===== config.mk =====
export PLATFORM = sky130hd
export DESIGN_NAME = selective_ack_history_encoder_unit
export DESIGN_NICKNAME = d
export VERILOG_FILES = /design/src/rtl/sahe_pkg.sv /design/src/rtl/sahe_ram.sv /design/src/rtl/selective_ack_history_encoder_unit.sv
export SDC_FILE = /design/constraint.sdc
export NUM_CORES = 2
export LEC_CHECK = 0
export BUFFER_PORTS_ARGS = -buffer_cell sky130_fd_sc_hd__buf_2
export CAP_MARGIN = 40
export CORE_MARGIN = 4
export CORE_UTILIZATION = 50
export DETAILED_ROUTE_END_ITERATION = 10
export PLACE_DENSITY = 0.7
export SETUP_SLACK_MARGIN = 0.5
export SLEW_MARGIN = 20
export SYNTH_ARGS = -nofsm -noshare
export SYNTH_HDL_FRONTEND = slang
export SYNTH_SLANG_ARGS = --single-unit

===== constraint.sdc =====
create_clock -name clock -period 15 [get_ports clock]
set_clock_uncertainty 0.2 [all_clocks]
set_input_delay 2.25 -clock clock [delete_from_list [all_inputs] [get_ports clock]]
set_output_delay 2.25 -clock clock [all_outputs]
set_load 0.005 [all_outputs]

===== src/rtl/sahe_pkg.sv =====
// Package for the selective acknowledgment history encoder.
// Holds payload structs, the controller state type and shared constants.
// No dependencies.
package sahe_pkg;

   localparam int HISTORY_BITS_DEF = 256;
   localparam int PAIR_LIMIT_DEF   = 16;
   localparam int WORD_BITS        = 64;
   localparam int OUT_CAP          = 16;
   localparam logic [7:0] RUN_MAX  = 8'd255;

   localparam logic OP_RECORD = 1'b0;
   localparam logic OP_REPORT = 1'b1;

   typedef struct packed {
      logic        opcode;
      logic [15:0] pkt_seq;
      logic [5:0]  block_limit;
      logic [9:0]  report_cap;
   } req_type;

   typedef struct packed {
      logic [15:0] ack_seq;
      logic        block_valid;
      logic [3:0]  block_index;
      logic [7:0]  acked_run;
      logic [7:0]  missing_run;
      logic        last;
   } rsp_type;

   typedef enum logic [3:0] {
      ST_IDLE,
      ST_SH_PRIME,
      ST_SH_UPPER,
      ST_SH_STEP,
      ST_OLD_RD,
      ST_OLD_WR,
      ST_RP_LOAD,
      ST_RP_CAP,
      ST_RP_BIT,
      ST_EM_READ,
      ST_EM_PUT,
      ST_EM_EMPTY
   } state_type;

endpackage


===== src/rtl/sahe_ram.sv =====
// Generic single-clock RAM, one write port and one registered read port.
// Used for the history bitmap and the run pair buffer. No dependencies.
module sahe_ram #(
   parameter int WIDTH = 64,
   parameter int DEPTH = 4
) (
   input  logic                                   clock,
   input  logic                                   wr_en,
   input  logic [(DEPTH > 1 ? $clog2(DEPTH) : 1)-1:0] wr_addr,
   input  logic [WIDTH-1:0]                       wr_data,
   input  logic                                   rd_en,
   input  logic [(DEPTH > 1 ? $clog2(DEPTH) : 1)-1:0] rd_addr,
   output logic [WIDTH-1:0]                       rd_data
);

   logic [WIDTH-1:0] mem_ff [DEPTH];
   logic [WIDTH-1:0] rd_data_ff;

   always_ff @(posedge clock) begin
      if (wr_en) begin
         mem_ff[wr_addr] <= wr_data;
      end
      if (rd_en) begin
         rd_data_ff <= mem_ff[rd_addr];
      end
   end

   assign rd_data = rd_data_ff;

endmodule


===== src/rtl/selective_ack_history_encoder_unit.sv =====
// Selective acknowledgment history encoder: keeps a bitmap of received packets
// relative to the highest sequence seen and run-length encodes it on request.
// Depends on sahe_pkg and sahe_ram.
//
// One item is processed at a time; req_ready is high only while the block is
// idle. A duplicate or an out-of-window packet is dropped in the idle state,
// an older packet inside the window does a read-modify-write of one history
// word, and a newer or first packet runs a word-by-word shift sweep through
// the history RAM. A report walks one history bit per cycle, with extra
// steps at each run boundary and for each history word fetched, then reads
// the pair buffer RAM once per result, plus any stall on rsp_ready.
// The history RAM needs no clearing after reset: the first record rewrites
// every word.
module selective_ack_history_encoder_unit
   import sahe_pkg::*;
#(
   parameter int HISTORY_BITS = HISTORY_BITS_DEF,
   parameter int PAIR_LIMIT   = PAIR_LIMIT_DEF
) (
   input  logic    clock,
   input  logic    reset,
   input  logic    req_valid,
   output logic    req_ready,
   input  req_type req_data,
   output logic    rsp_valid,
   input  logic    rsp_ready,
   output rsp_type rsp_data
);

   localparam int NW       = (HISTORY_BITS + WORD_BITS - 1) / WORD_BITS;
   localparam int IDXW     = NW > 1 ? $clog2(NW) : 1;
   localparam int SW       = IDXW + 2;
   localparam int BW       = $clog2(HISTORY_BITS + 1);
   localparam int LW       = BW > 10 ? BW : 10;
   localparam int WANT_CAP = PAIR_LIMIT < OUT_CAP ? PAIR_LIMIT : OUT_CAP;

   state_type               state_ff, state_in;
   logic                    seen_ff, seen_in;
   logic [15:0]             highest_ff, highest_in;
   logic [BW-1:0]           valid_cnt_ff, valid_cnt_in;
   logic [IDXW:0]           words_ff, words_in;
   logic [5:0]              rem_ff, rem_in;
   logic signed [SW-1:0]    src_ff, src_in;
   logic [IDXW-1:0]         dst_ff, dst_in;
   logic                    rd_ok_ff, rd_ok_in;
   logic [WORD_BITS-1:0]    upper_ff, upper_in;
   logic [BW-1:0]           back_ff, back_in;
   logic [BW-1:0]           b_ff, b_in;
   logic [BW-1:0]           limit_ff, limit_in;
   logic [4:0]              want_ff, want_in;
   logic [4:0]              count_ff, count_in;
   logic [4:0]              keep_ff, keep_in;
   logic [4:0]              k_ff, k_in;
   logic [7:0]              acks_ff, acks_in;
   logic [7:0]              nacks_ff, nacks_in;
   logic                    phase_ff, phase_in;
   logic [WORD_BITS-1:0]    word_ff, word_in;
   rsp_type                 rsp_ff, rsp_in;
   logic                    rsp_valid_ff, rsp_valid_in;

   logic                    h_we, h_re;
   logic [IDXW-1:0]         h_waddr, h_raddr;
   logic [WORD_BITS-1:0]    h_wdata, h_rdata;
   logic                    p_we, p_re;
   logic [3:0]              p_waddr, p_raddr;
   logic [15:0]             p_wdata, p_rdata;

   logic                    slot_free;
   logic [15:0]             diff, back_full;
   logic [16:0]             vsum;
   logic [WORD_BITS-1:0]    lower, shval;
   logic signed [SW-1:0]    s0;
   logic [4:0]              want_c, count_n, keep_n;
   logic [LW-1:0]           vc_ext, cap_ext;
   logic                    cur_bit;
   logic [BW-1:0]           b_next;

   sahe_ram #(.WIDTH(WORD_BITS), .DEPTH(NW)) u_hist_ram (
      .clock   (clock),
      .wr_en   (h_we),
      .wr_addr (h_waddr),
      .wr_data (h_wdata),
      .rd_en   (h_re),
      .rd_addr (h_raddr),
      .rd_data (h_rdata)
   );

   sahe_ram #(.WIDTH(16), .DEPTH(OUT_CAP)) u_pair_ram (
      .clock   (clock),
      .wr_en   (p_we),
      .wr_addr (p_waddr),
      .wr_data (p_wdata),
      .rd_en   (p_re),
      .rd_addr (p_raddr),
      .rd_data (p_rdata)
   );

   assign req_ready = (state_ff == ST_IDLE);
   assign rsp_valid = rsp_valid_ff;
   assign rsp_data  = rsp_ff;
   assign slot_free = !rsp_valid_ff || rsp_ready;

   always_ff @(posedge clock) begin
      if (reset) begin
         state_ff     <= ST_IDLE;
         seen_ff      <= 1'b0;
         highest_ff   <= '0;
         valid_cnt_ff <= '0;
         rsp_valid_ff <= 1'b0;
      end else begin
         state_ff     <= state_in;
         seen_ff      <= seen_in;
         highest_ff   <= highest_in;
         valid_cnt_ff <= valid_cnt_in;
         rsp_valid_ff <= rsp_valid_in;
      end
      words_ff <= words_in;
      rem_ff   <= rem_in;
      src_ff   <= src_in;
      dst_ff   <= dst_in;
      rd_ok_ff <= rd_ok_in;
      upper_ff <= upper_in;
      back_ff  <= back_in;
      b_ff     <= b_in;
      limit_ff <= limit_in;
      want_ff  <= want_in;
      count_ff <= count_in;
      keep_ff  <= keep_in;
      k_ff     <= k_in;
      acks_ff  <= acks_in;
      nacks_ff <= nacks_in;
      phase_ff <= phase_in;
      word_ff  <= word_in;
      rsp_ff   <= rsp_in;
   end

   always_comb begin
      state_in     = state_ff;
      seen_in      = seen_ff;
      highest_in   = highest_ff;
      valid_cnt_in = valid_cnt_ff;
      words_in     = words_ff;
      rem_in       = rem_ff;
      src_in       = src_ff;
      dst_in       = dst_ff;
      rd_ok_in     = rd_ok_ff;
      upper_in     = upper_ff;
      back_in      = back_ff;
      b_in         = b_ff;
      limit_in     = limit_ff;
      want_in      = want_ff;
      count_in     = count_ff;
      keep_in      = keep_ff;
      k_in         = k_ff;
      acks_in      = acks_ff;
      nacks_in     = nacks_ff;
      phase_in     = phase_ff;
      word_in      = word_ff;
      rsp_in       = rsp_ff;
      rsp_valid_in = rsp_valid_ff && !rsp_ready;

      h_we    = 1'b0;
      h_waddr = dst_ff;
      h_wdata = '0;
      h_re    = 1'b0;
      h_raddr = src_ff[IDXW-1:0];
      p_we    = 1'b0;
      p_waddr = count_ff[3:0];
      p_wdata = {acks_ff, nacks_ff};
      p_re    = 1'b0;
      p_raddr = k_ff[3:0];

      diff      = req_data.pkt_seq - highest_ff;
      back_full = highest_ff - req_data.pkt_seq;
      vsum      = 17'(valid_cnt_ff) + 17'(diff);
      want_c    = (32'(req_data.block_limit) > WANT_CAP) ? 5'(WANT_CAP)
                                                         : 5'(req_data.block_limit);
      vc_ext    = LW'(valid_cnt_ff);
      cap_ext   = LW'(req_data.report_cap);
      s0        = SW'(NW - 1) - SW'(words_ff);
      lower     = rd_ok_ff ? h_rdata : '0;
      shval     = upper_ff << rem_ff;
      if (rem_ff != 6'd0) begin
         shval = shval | (lower >> (7'd64 - {1'b0, rem_ff}));
      end
      cur_bit   = word_ff[b_ff[5:0]];
      b_next    = b_ff + BW'(1);
      count_n   = count_ff + 5'd1;
      keep_n    = (acks_ff != 8'd0) ? count_n : keep_ff;

      case (state_ff)
         ST_IDLE: begin
            if (req_valid) begin
               if (req_data.opcode == OP_RECORD) begin
                  if (!seen_ff) begin
                     // first packet: clear every word and set bit 0
                     seen_in      = 1'b1;
                     highest_in   = req_data.pkt_seq;
                     valid_cnt_in = BW'(1);
                     words_in     = (IDXW+1)'(NW);
                     rem_in       = 6'd0;
                     state_in     = ST_SH_PRIME;
                  end else if (diff != 16'd0) begin
                     if (!diff[15]) begin
                        highest_in   = req_data.pkt_seq;
                        valid_cnt_in = (vsum > 17'(HISTORY_BITS)) ? BW'(HISTORY_BITS)
                                                                  : BW'(vsum);
                        words_in     = (32'(diff) >= HISTORY_BITS) ? (IDXW+1)'(NW)
                                                                   : (IDXW+1)'(diff >> 6);
                        rem_in       = diff[5:0];
                        state_in     = ST_SH_PRIME;
                     end else if (32'(back_full) < HISTORY_BITS) begin
                        back_in  = BW'(back_full);
                        state_in = ST_OLD_RD;
                     end
                  end
               end else begin
                  want_in  = want_c;
                  limit_in = (vc_ext < cap_ext) ? valid_cnt_ff : BW'(cap_ext);
                  b_in     = '0;
                  count_in = '0;
                  keep_in  = '0;
                  acks_in  = '0;
                  nacks_in = '0;
                  phase_in = 1'b0;
                  if (!seen_ff || want_c == 5'd0 || req_data.report_cap == 10'd0 ||
                      valid_cnt_ff == '0) begin
                     state_in = ST_EM_EMPTY;
                  end else begin
                     state_in = ST_RP_LOAD;
                  end
               end
            end
         end
         ST_SH_PRIME: begin
            h_re     = 1'b1;
            h_raddr  = s0[IDXW-1:0];
            rd_ok_in = (s0 >= 0);
            src_in   = s0 - SW'(1);
            dst_in   = IDXW'(NW - 1);
            state_in = ST_SH_UPPER;
         end
         ST_SH_UPPER: begin
            upper_in = lower;
            h_re     = 1'b1;
            rd_ok_in = (src_ff >= 0);
            src_in   = src_ff - SW'(1);
            state_in = ST_SH_STEP;
         end
         ST_SH_STEP: begin
            // write one destination word, stream the next lower source word
            h_we     = 1'b1;
            h_wdata  = (dst_ff == '0) ? (shval | WORD_BITS'(1)) : shval;
            upper_in = lower;
            h_re     = 1'b1;
            rd_ok_in = (src_ff >= 0);
            src_in   = src_ff - SW'(1);
            dst_in   = dst_ff - IDXW'(1);
            if (dst_ff == '0) begin
               state_in = ST_IDLE;
            end
         end
         ST_OLD_RD: begin
            h_re     = 1'b1;
            h_raddr  = IDXW'(back_ff >> 6);
            state_in = ST_OLD_WR;
         end
         ST_OLD_WR: begin
            h_we     = 1'b1;
            h_waddr  = IDXW'(back_ff >> 6);
            h_wdata  = h_rdata | (WORD_BITS'(1) << back_ff[5:0]);
            state_in = ST_IDLE;
         end
         ST_RP_LOAD: begin
            h_re     = 1'b1;
            h_raddr  = IDXW'(b_ff >> 6);
            state_in = ST_RP_CAP;
         end
         ST_RP_CAP: begin
            word_in  = h_rdata;
            state_in = ST_RP_BIT;
         end
         ST_RP_BIT: begin
            if (!phase_ff) begin
               if (b_ff < limit_ff && acks_ff != RUN_MAX && cur_bit) begin
                  acks_in = acks_ff + 8'd1;
                  b_in    = b_next;
                  if (b_next[5:0] == 6'd0) begin
                     state_in = ST_RP_LOAD;
                  end
               end else begin
                  phase_in = 1'b1;
               end
            end else begin
               if (b_ff < limit_ff && nacks_ff != RUN_MAX && !cur_bit) begin
                  nacks_in = nacks_ff + 8'd1;
                  b_in     = b_next;
                  if (b_next[5:0] == 6'd0) begin
                     state_in = ST_RP_LOAD;
                  end
               end else begin
                  // close the pair; keep tracks the last pair with acks
                  p_we     = 1'b1;
                  count_in = count_n;
                  keep_in  = keep_n;
                  acks_in  = '0;
                  nacks_in = '0;
                  phase_in = 1'b0;
                  if (!(b_ff < limit_ff && count_n < want_ff)) begin
                     k_in     = '0;
                     state_in = (keep_n == 5'd0) ? ST_EM_EMPTY : ST_EM_READ;
                  end
               end
            end
         end
         ST_EM_READ: begin
            p_re     = 1'b1;
            state_in = ST_EM_PUT;
         end
         ST_EM_PUT: begin
            if (slot_free) begin
               rsp_in.ack_seq     = highest_ff;
               rsp_in.block_valid = 1'b1;
               rsp_in.block_index = k_ff[3:0];
               rsp_in.acked_run   = p_rdata[15:8];
               rsp_in.missing_run = p_rdata[7:0];
               rsp_in.last        = (k_ff + 5'd1 == keep_ff);
               rsp_valid_in       = 1'b1;
               k_in               = k_ff + 5'd1;
               state_in           = (k_ff + 5'd1 == keep_ff) ? ST_IDLE : ST_EM_READ;
            end
         end
         ST_EM_EMPTY: begin
            if (slot_free) begin
               rsp_in.ack_seq     = highest_ff;
               rsp_in.block_valid = 1'b0;
               rsp_in.block_index = '0;
               rsp_in.acked_run   = '0;
               rsp_in.missing_run = '0;
               rsp_in.last        = 1'b1;
               rsp_valid_in       = 1'b1;
               state_in           = ST_IDLE;
            end
         end
         default: begin
            state_in = ST_IDLE;
         end
      endcase
   end

   a_valid_cnt_sat: assert property (@(posedge clock) disable iff (reset)
      32'(valid_cnt_ff) <= HISTORY_BITS)
      else $error("valid count above history size");

   a_unseen_empty: assert property (@(posedge clock) disable iff (reset)
      !seen_ff |-> valid_cnt_ff == '0)
      else $error("valid count nonzero before first packet");

   a_emit_in_range: assert property (@(posedge clock) disable iff (reset)
      state_ff == ST_EM_PUT |-> (k_ff < keep_ff && keep_ff <= 5'(OUT_CAP)))
      else $error("pair emit index out of range");

   a_shift_no_overlap: assert property (@(posedge clock) disable iff (reset)
      (state_ff == ST_SH_STEP && src_ff >= 0) |-> h_raddr != h_waddr)
      else $error("shift sweep reads the word it writes");

endmodule


After elaboration in Yosys (flattened, before gate mapping). Memories as Yosys holds them, arrays and structs flattened. A register that Yosys moved wholly into a read port is not among the register bits. Cells that the tools add are included.

Register bits: 276. Latch bits: 0. RAM bits: 512. ROM bits: 0. Input port bits: 37. Output and inout port bits: 40. Memories kept: 2.

$add $sub $neg: 13. Multiply operators: 0. Divide/modulo/power cells: 0. Order comparisons: 10. Equality and inequality tests: 30. Shift-type cells: 3. Multiplexer cells: 93. Bitwise operators: 3. Reductions and logical operators: 45.

Memory list: u_hist_ram.mem_ff (words 4, width 64, rd ports 1, clocked after memory_dff 1, write ports 1, line sahe_ram.sv:16) `logic [WIDTH-1:0] mem_ff [DEPTH];`; u_pair_ram.mem_ff (words 16, width 16, rd ports 1, clocked after memory_dff 1, write ports 1, line sahe_ram.sv:16).

Operator list (count): $mux 64 (2); $or 64x64->64 (2); $pmux 64 s2 (1); $mux 9 (10); $mux 38 (2); $pmux 38 s2 (1); $mux 4 (16); $shl 1x6->64 const A (1); $shl 64x6->64 (1); $shr 64x7->64 (1); $mux 5 (12); $mux 8 (7); $mux 16 (3); $pmux 4 s11 (1); $pmux 8 s2 (2); $sub 16x16->16 (2); $pmux 5 s2 (3); $reduce_and 5->1 (5); $mux 1 (19); $pmux 9 s2 (1); $add 9x16->17 (1); $gt 17x9->1 const B (1); $add 8x1->8 const B (2); $eq 4x3->1 const B (4); 53 further kinds (97).

Longest topological paths before layout.
Depth after elaboration: 10. Depth in mapped cells: 17. Mapped depth without buffers: 17.

By module. From an unflattened synthesis, not the netlist that was laid out.

Cell total of the unflattened synthesis: 3365. Area, all modules: 44157.4 um^2.

Modules (own cells, without submodules): selective_ack_history_encoder_unit (instances 1, cells an instance 2531, area an instance 22691.8 um^2, seq. area each 7977.7 um^2); sahe_ram at u_hist_ram (instances 1, cells an instance 402, area an instance 11263.3 um^2, seq. area each 9609.2 um^2); sahe_ram at u_pair_ram (instances 1, cells an instance 432, area an instance 10202.3 um^2, seq. area each 8167.8 um^2).

Worst setup path after synthesis. OpenSTA, ideal clock, no wires.

Kind: register -> register. Start: register state_ff[3]. End: memory u_hist_ram.mem_ff[3][0], enable pin. Arrival time: 5.861 ns. Required time: 14.215 ns. Path slack: 8.354 ns. Cell stages (with the launch flop): 6. Period minus slack after synthesis: 6.646 ns. Cells stage by stage: dfxtp_1 -> clkbuf_1 -> nor2b_1 -> nand3b_1 -> clkbuf_1 -> o32ai_1.

Longest elaborated chain between the ends: 5. Elaborated cells on any way between the ends: 7. Those cells by class: eq/ne (2); mux (4); reduce/logical (1).

Ends and longest elaborated chain: from (decl) (line selective_ack_history_encoder_unit.sv:37) `state_type state_ff, state_in;`; from (signal assigned) (line selective_ack_history_encoder_unit.sv:111) `state_ff <= state_in;`; $eq 4x2->1 / $eq 4x3->1 (equally long branches) (line selective_ack_history_encoder_unit.sv:191) `case (state_ff)`; $reduce_or 2->1 (no line); $mux 1 (line selective_ack_history_encoder_unit.sv:191); $mux 1 (line sahe_ram.sv:20) `if (wr_en) begin`; $mux 1 (not written as such) (line sahe_ram.sv:21) `mem_ff[wr_addr] <= wr_data;`; to (decl) (line sahe_ram.sv:16).

Parallel ways exist; a longest one is shown, timed or not.

Final worst setup path.
Start: input port req_data[16] in the netlist's numbering. End: register valid_cnt_ff[6].

Longest elaborated chain between the ends: 7. Elaborated cells on any way between the ends: 11. Those cells by class: add/sub (2); order compare (1); eq/ne (2); mux (4); reduce/logical (2).

Ends and longest elaborated chain: from (decl) (line selective_ack_history_encoder_unit.sv:24) `input req_type req_data,`; $sub 16x16->16 * (line selective_ack_history_encoder_unit.sv:173) `diff = req_data.pkt_seq - highest_ff;`; via diff[6] (line selective_ack_history_encoder_unit.sv:69) `logic [15:0] diff, back_full;`; $add 9x16->17 (line selective_ack_history_encoder_unit.sv:175) `vsum = 17'(valid_cnt_ff) + 17'(diff);`; $gt 17x9->1 (line selective_ack_history_encoder_unit.sv:206) `valid_cnt_in = (vsum > 17'(HISTORY_BITS)) ? BW'(HISTORY_BITS)`; $mux 9 (line selective_ack_history_encoder_unit.sv:206); $mux 9 (line selective_ack_history_encoder_unit.sv:204) `if (!diff[15]) begin`; $mux 9 (line selective_ack_history_encoder_unit.sv:203) `end else if (diff != 16'd0) begin`; $mux 9 (line selective_ack_history_encoder_unit.sv:195) `if (!seen_ff) begin`; to (signal assigned) (line selective_ack_history_encoder_unit.sv:114) `valid_cnt_ff <= valid_cnt_in;`; to (decl) (line selective_ack_history_encoder_unit.sv:40) `logic [BW-1:0] valid_cnt_ff, valid_cnt_in;`.

The timed path passes the listed nets; every way through them passes the cells marked *. The select of a mux whose other input is x is not followed. A chain may end at the register's enable or synchronous reset.

==> results.yml <==
worst_setup_path:
  cp_max_fo: 6
  rrSetupSlack_ps: 9560
  critPathKind: "input port to flip-flop"
  r2r_start: "rem_ff[0]$_SDFFCE_PN0P_"
  worstPathRequired_ps: 15410
  worstSetupStartpointType: "input port"
  endpoint: "valid_cnt_ff[6]$_SDFFE_PP0P_"
  reg2regPathDepth: 14
  end_kind: "flip-flop"
  r2r-end: "u_hist_ram.mem_ff[1][10]$_DFFE_PP_"
  critPathLaunch: "req_data[16]"
  arrival_ps: 6720
synth:
  yosys_most_used_dff: "edfxtp_1"
  yosys_warnings: 0
  synth-seq-area-share: 0.577
  netlist_instances: 3353
  postSynth.asyncResetShare: 0
  ys_types: 90
  syn_nets: 3465
  ys_ff_latch: 868
  syn-mean-instance-area_um2: 13.3
  syn_area_um2: 44700
  synth_edf_count: 837
cells_and_area:
  layout-drive-gt1-share: 0.183
  final_common_cell: "edfxtp_1"
  final_cell_mix: "edfxtp_1, nand2_1, nor2_1"
  layout.nets: 3489
  num-fill-cells: 7002
  final_util: 0.561
  fin_cells: 4613
  areaGrowthSynthToFinish_pct: 11.2
clock_tree:
  holdBufCountCts: 0
  clk_path_buf_depth: 3
  path_clk_slew_ps: 60
  cts_tree: "yes"
  cts_resized: 0
  insertion_delay_ps: 690
  htree_levels: 3
  clock_sink_count: 868
  cts_buffers: 90
  root_buffer: "clkbuf_16"
  cts_setup_buffers: 0
floorplan:
  fp.dieArea_um2: 94200
  design.core.area_um2: 88500
  rows: 109
  die_h_um: 307
  die_w_um: 307
  initial_utilization: 0.504
  io_pins: 77
power_and_ir_drop:
  p_sw_w: 0.00319
  p_per_area_nw_per_um2: 180
  clkPwrFrac: 0.260
  p_seq_frac: 0.409
  total_power_w: 0.00892
  ir_drop_uv: 145
  combPwrFrac: 0.331
  p_sw_frac: 0.358
  leakage_nw: 17.0
  p_int_w: 0.00573
timing:
  hold_viol_final: 0
  slew_violations: 0
  rsz0062_at_grt: "no"
  tightestPinTransition_ps: 1070
  period_share: 0.421
  slew_headroom: 0.286
  fin_ws_ps: 8690
  setup_tns_ps: 0
  max_freq_mhz: 159
  min_period_ps: 6310
  setup_viol: 0
place:
  dp_slack_ps: 8090
  dp_cells: 4441
  routabilityCongestion: 1.00
  dp_hpwl_um: 85800
  port_buffers: 76
grt:
  grt_antenna_before_repair: 4
  grt-ovfl-total: 0
  grt_first_pass_wirelength_um: 189000
  track_usage: 0.267
  grt_max_degree: 138
  grt_pass1_vias: 29172
routing:
  routedWlPerCell_um: 27.4
  num_vias: 29897
  drc: 0
  drtPass1Iterations: 6
  first_iter_violations: 3450
  vias_per_cell: 6.48
  ant_nets: 0
  finalWirelength_um: 126000
hold_path:
  hp-class: "flip-flop to flip-flop"
run:
  cap_viol_max_count: 0
status:
  status: "finished clean"
-- logic make-up after synthesis --
logic type               after synthesis  share of synthesized area
multiplexers                         419                      0.167
adder cells (fa/ha/maj)               75                     0.0215
buffers and inverters                334                     0.0296
AND/OR/NAND/NOR                      955                      0.101
AO/OA/AOI/OAI                        640                     0.0924
flip-flops                           868                      0.577
XOR/XNOR                              62                     0.0122
-- synthesized netlist by cell type, types with 5 or more instances --
| cell | count | share of area |
|---|---|---|
| edfxtp_1 | 837 | 0.56 |
| nand2_1 | 283 | 0.024 |
| nor2_1 | 262 | 0.022 |
| mux4_2 | 255 | 0.13 |
| a21oi_1 | 170 | 0.019 |
| clkbuf_1 | 148 | 0.012 |
| o21ai_0 | 146 | 0.016 |
| mux2i_1 | 123 | 0.028 |
| and2_1 | 114 | 0.016 |
| inv_1 | 106 | 0.0089 |
| nand3_1 | 92 | 0.010 |
| ha_1 | 72 | 0.020 |
| o22ai_1 | 62 | 0.0087 |
| nor3_1 | 48 | 0.0054 |
| buf_1 | 42 | 0.0035 |
| mux2_2 | 39 | 0.0098 |
| a211oi_1 | 37 | 0.0062 |
| nor2b_1 | 36 | 0.0050 |
| xnor2_1 | 34 | 0.0067 |
| and3_1 | 31 | 0.0043 |
| dfxtp_1 | 31 | 0.014 |
| xor2_1 | 28 | 0.0055 |
| a221oi_1 | 26 | 0.0051 |
| a31oi_1 | 26 | 0.0036 |
| buf_2 | 26 | 0.0029 |
| o211ai_1 | 26 | 0.0044 |
| o21a_1 | 19 | 0.0032 |
| nand4_1 | 17 | 0.0024 |
| a21o_1 | 16 | 0.0027 |
| or3_1 | 15 | 0.0021 |
| a211o_1 | 13 | 0.0025 |
| nand2b_1 | 13 | 0.0018 |
| o221ai_1 | 12 | 0.0024 |
| a22oi_1 | 10 | 0.0017 |
| nor4_1 | 10 | 0.0014 |
| o2bb2ai_1 | 9 | 0.0018 |
| o21bai_1 | 8 | 0.0013 |
| or2_2 | 8 | 0.0011 |
| buf_4 | 5 | 0.00084 |
| nor3b_1 | 5 | 0.00084 |
-- cell type report --
class | count | area (µm²) | share of cell area
flip-flops and latches | 868 | 25800 | 0.519
multi-input cells | 2151 | 17700 | 0.357
clock buffers | 106 | 2330 | 0.0470
well taps | 1165 | 1460 | 0.0294
repair buffers | 155 | 1160 | 0.0234
clock inverters | 56 | 776 | 0.0156
inverters | 111 | 417 | 0.00839
diodes | 1 | 2.50 | 0.0000504
-- flip-flops by register name, summed over array words and instances (netlist names), 6 cells and up --
| register | cells |
|---|---|
| b_ff | 9 |
| rem_ff | 6 |
| valid_cnt_ff | 9 |
| acks_ff | 8 |
| back_ff | 8 |
| nacks_ff | 8 |
| highest_ff | 16 |
| word_ff | 64 |
| u_hist_ram.mem_ff | 256 |
| rsp_data | 38 |
| u_pair_ram.rd_data | 16 |
| u_pair_ram.mem_ff | 256 |
| u_hist_ram.rd_data | 64 |
| limit_ff | 9 |
| upper_ff | 64 |
-- through the flow --
stage                     area, µm²  hold slack (ps)
final                         49600              297
after detailed placement      46400              278
after floorplan               44700              243
after CTS                     49500              298
after global routing          49600              305
after global placement        46200              264
-- how the worst min path moves through the flow --
stage,cells after the start,endpoint,startpoint
after floorplan,0,word_ff[0]$_DFFE_PP_,u_hist_ram.rd_data[0]$_DFFE_PP_
after global placement,0,rsp_data[37]$_DFFE_PP_,highest_ff[15]$_SDFFE_PP0P_
after detailed placement,0,rsp_data[26]$_DFFE_PP_,highest_ff[4]$_SDFFE_PP0P_
after CTS,0,rsp_data[28]$_DFFE_PP_,highest_ff[6]$_SDFFE_PP0P_
after global routing,0,rsp_data[34]$_DFFE_PP_,highest_ff[12]$_SDFFE_PP0P_
final,0,rsp_data[33]$_DFFE_PP_,highest_ff[11]$_SDFFE_PP0P_
-- metal layers --
metal	wire (µm)	up-vias	track usage
li1	-	13039	-
met1	51700	15090	0.375
met2	58800	1480	0.418
met3	10800	288	0.0512
met4	4990	0	0.0985
met5	0	-	0
-- power groups by stage --
| stage | combinational [W] | clock, W | sequential (W) |
|---|---|---|---|
| 4_1_cts | 0.00290 | 0.00236 | 0.00362 |
| 2_1_floorplan | 0.00212 | 0 | 0.00340 |
| 3_3_place_gp | 0.00283 | 0 | 0.00367 |
| 6_report | 0.00295 | 0.00231 | 0.00365 |
| 5_1_grt | 0.00317 | 0.00247 | 0.00366 |
| 3_5_place_dp | 0.00287 | 0 | 0.00367 |
-- worst max-delay path, stage by stage --
cell and delay, ps:
buf_2 140, inv_1 60, ha_1 170, inv_1 60
fa_1 390, a21oi_1 210, o211ai_1 270, xnor2_1 510
ha_1 380, inv_1 90, nor3_1 50, a221oi_1 190
o311ai_0 240, nor4_1 470, o221ai_1 200, a2111oi_1 390
nand4_1 380, o2bb2ai_1 240
No activity file was read; power rests on OpenSTA's default activity.
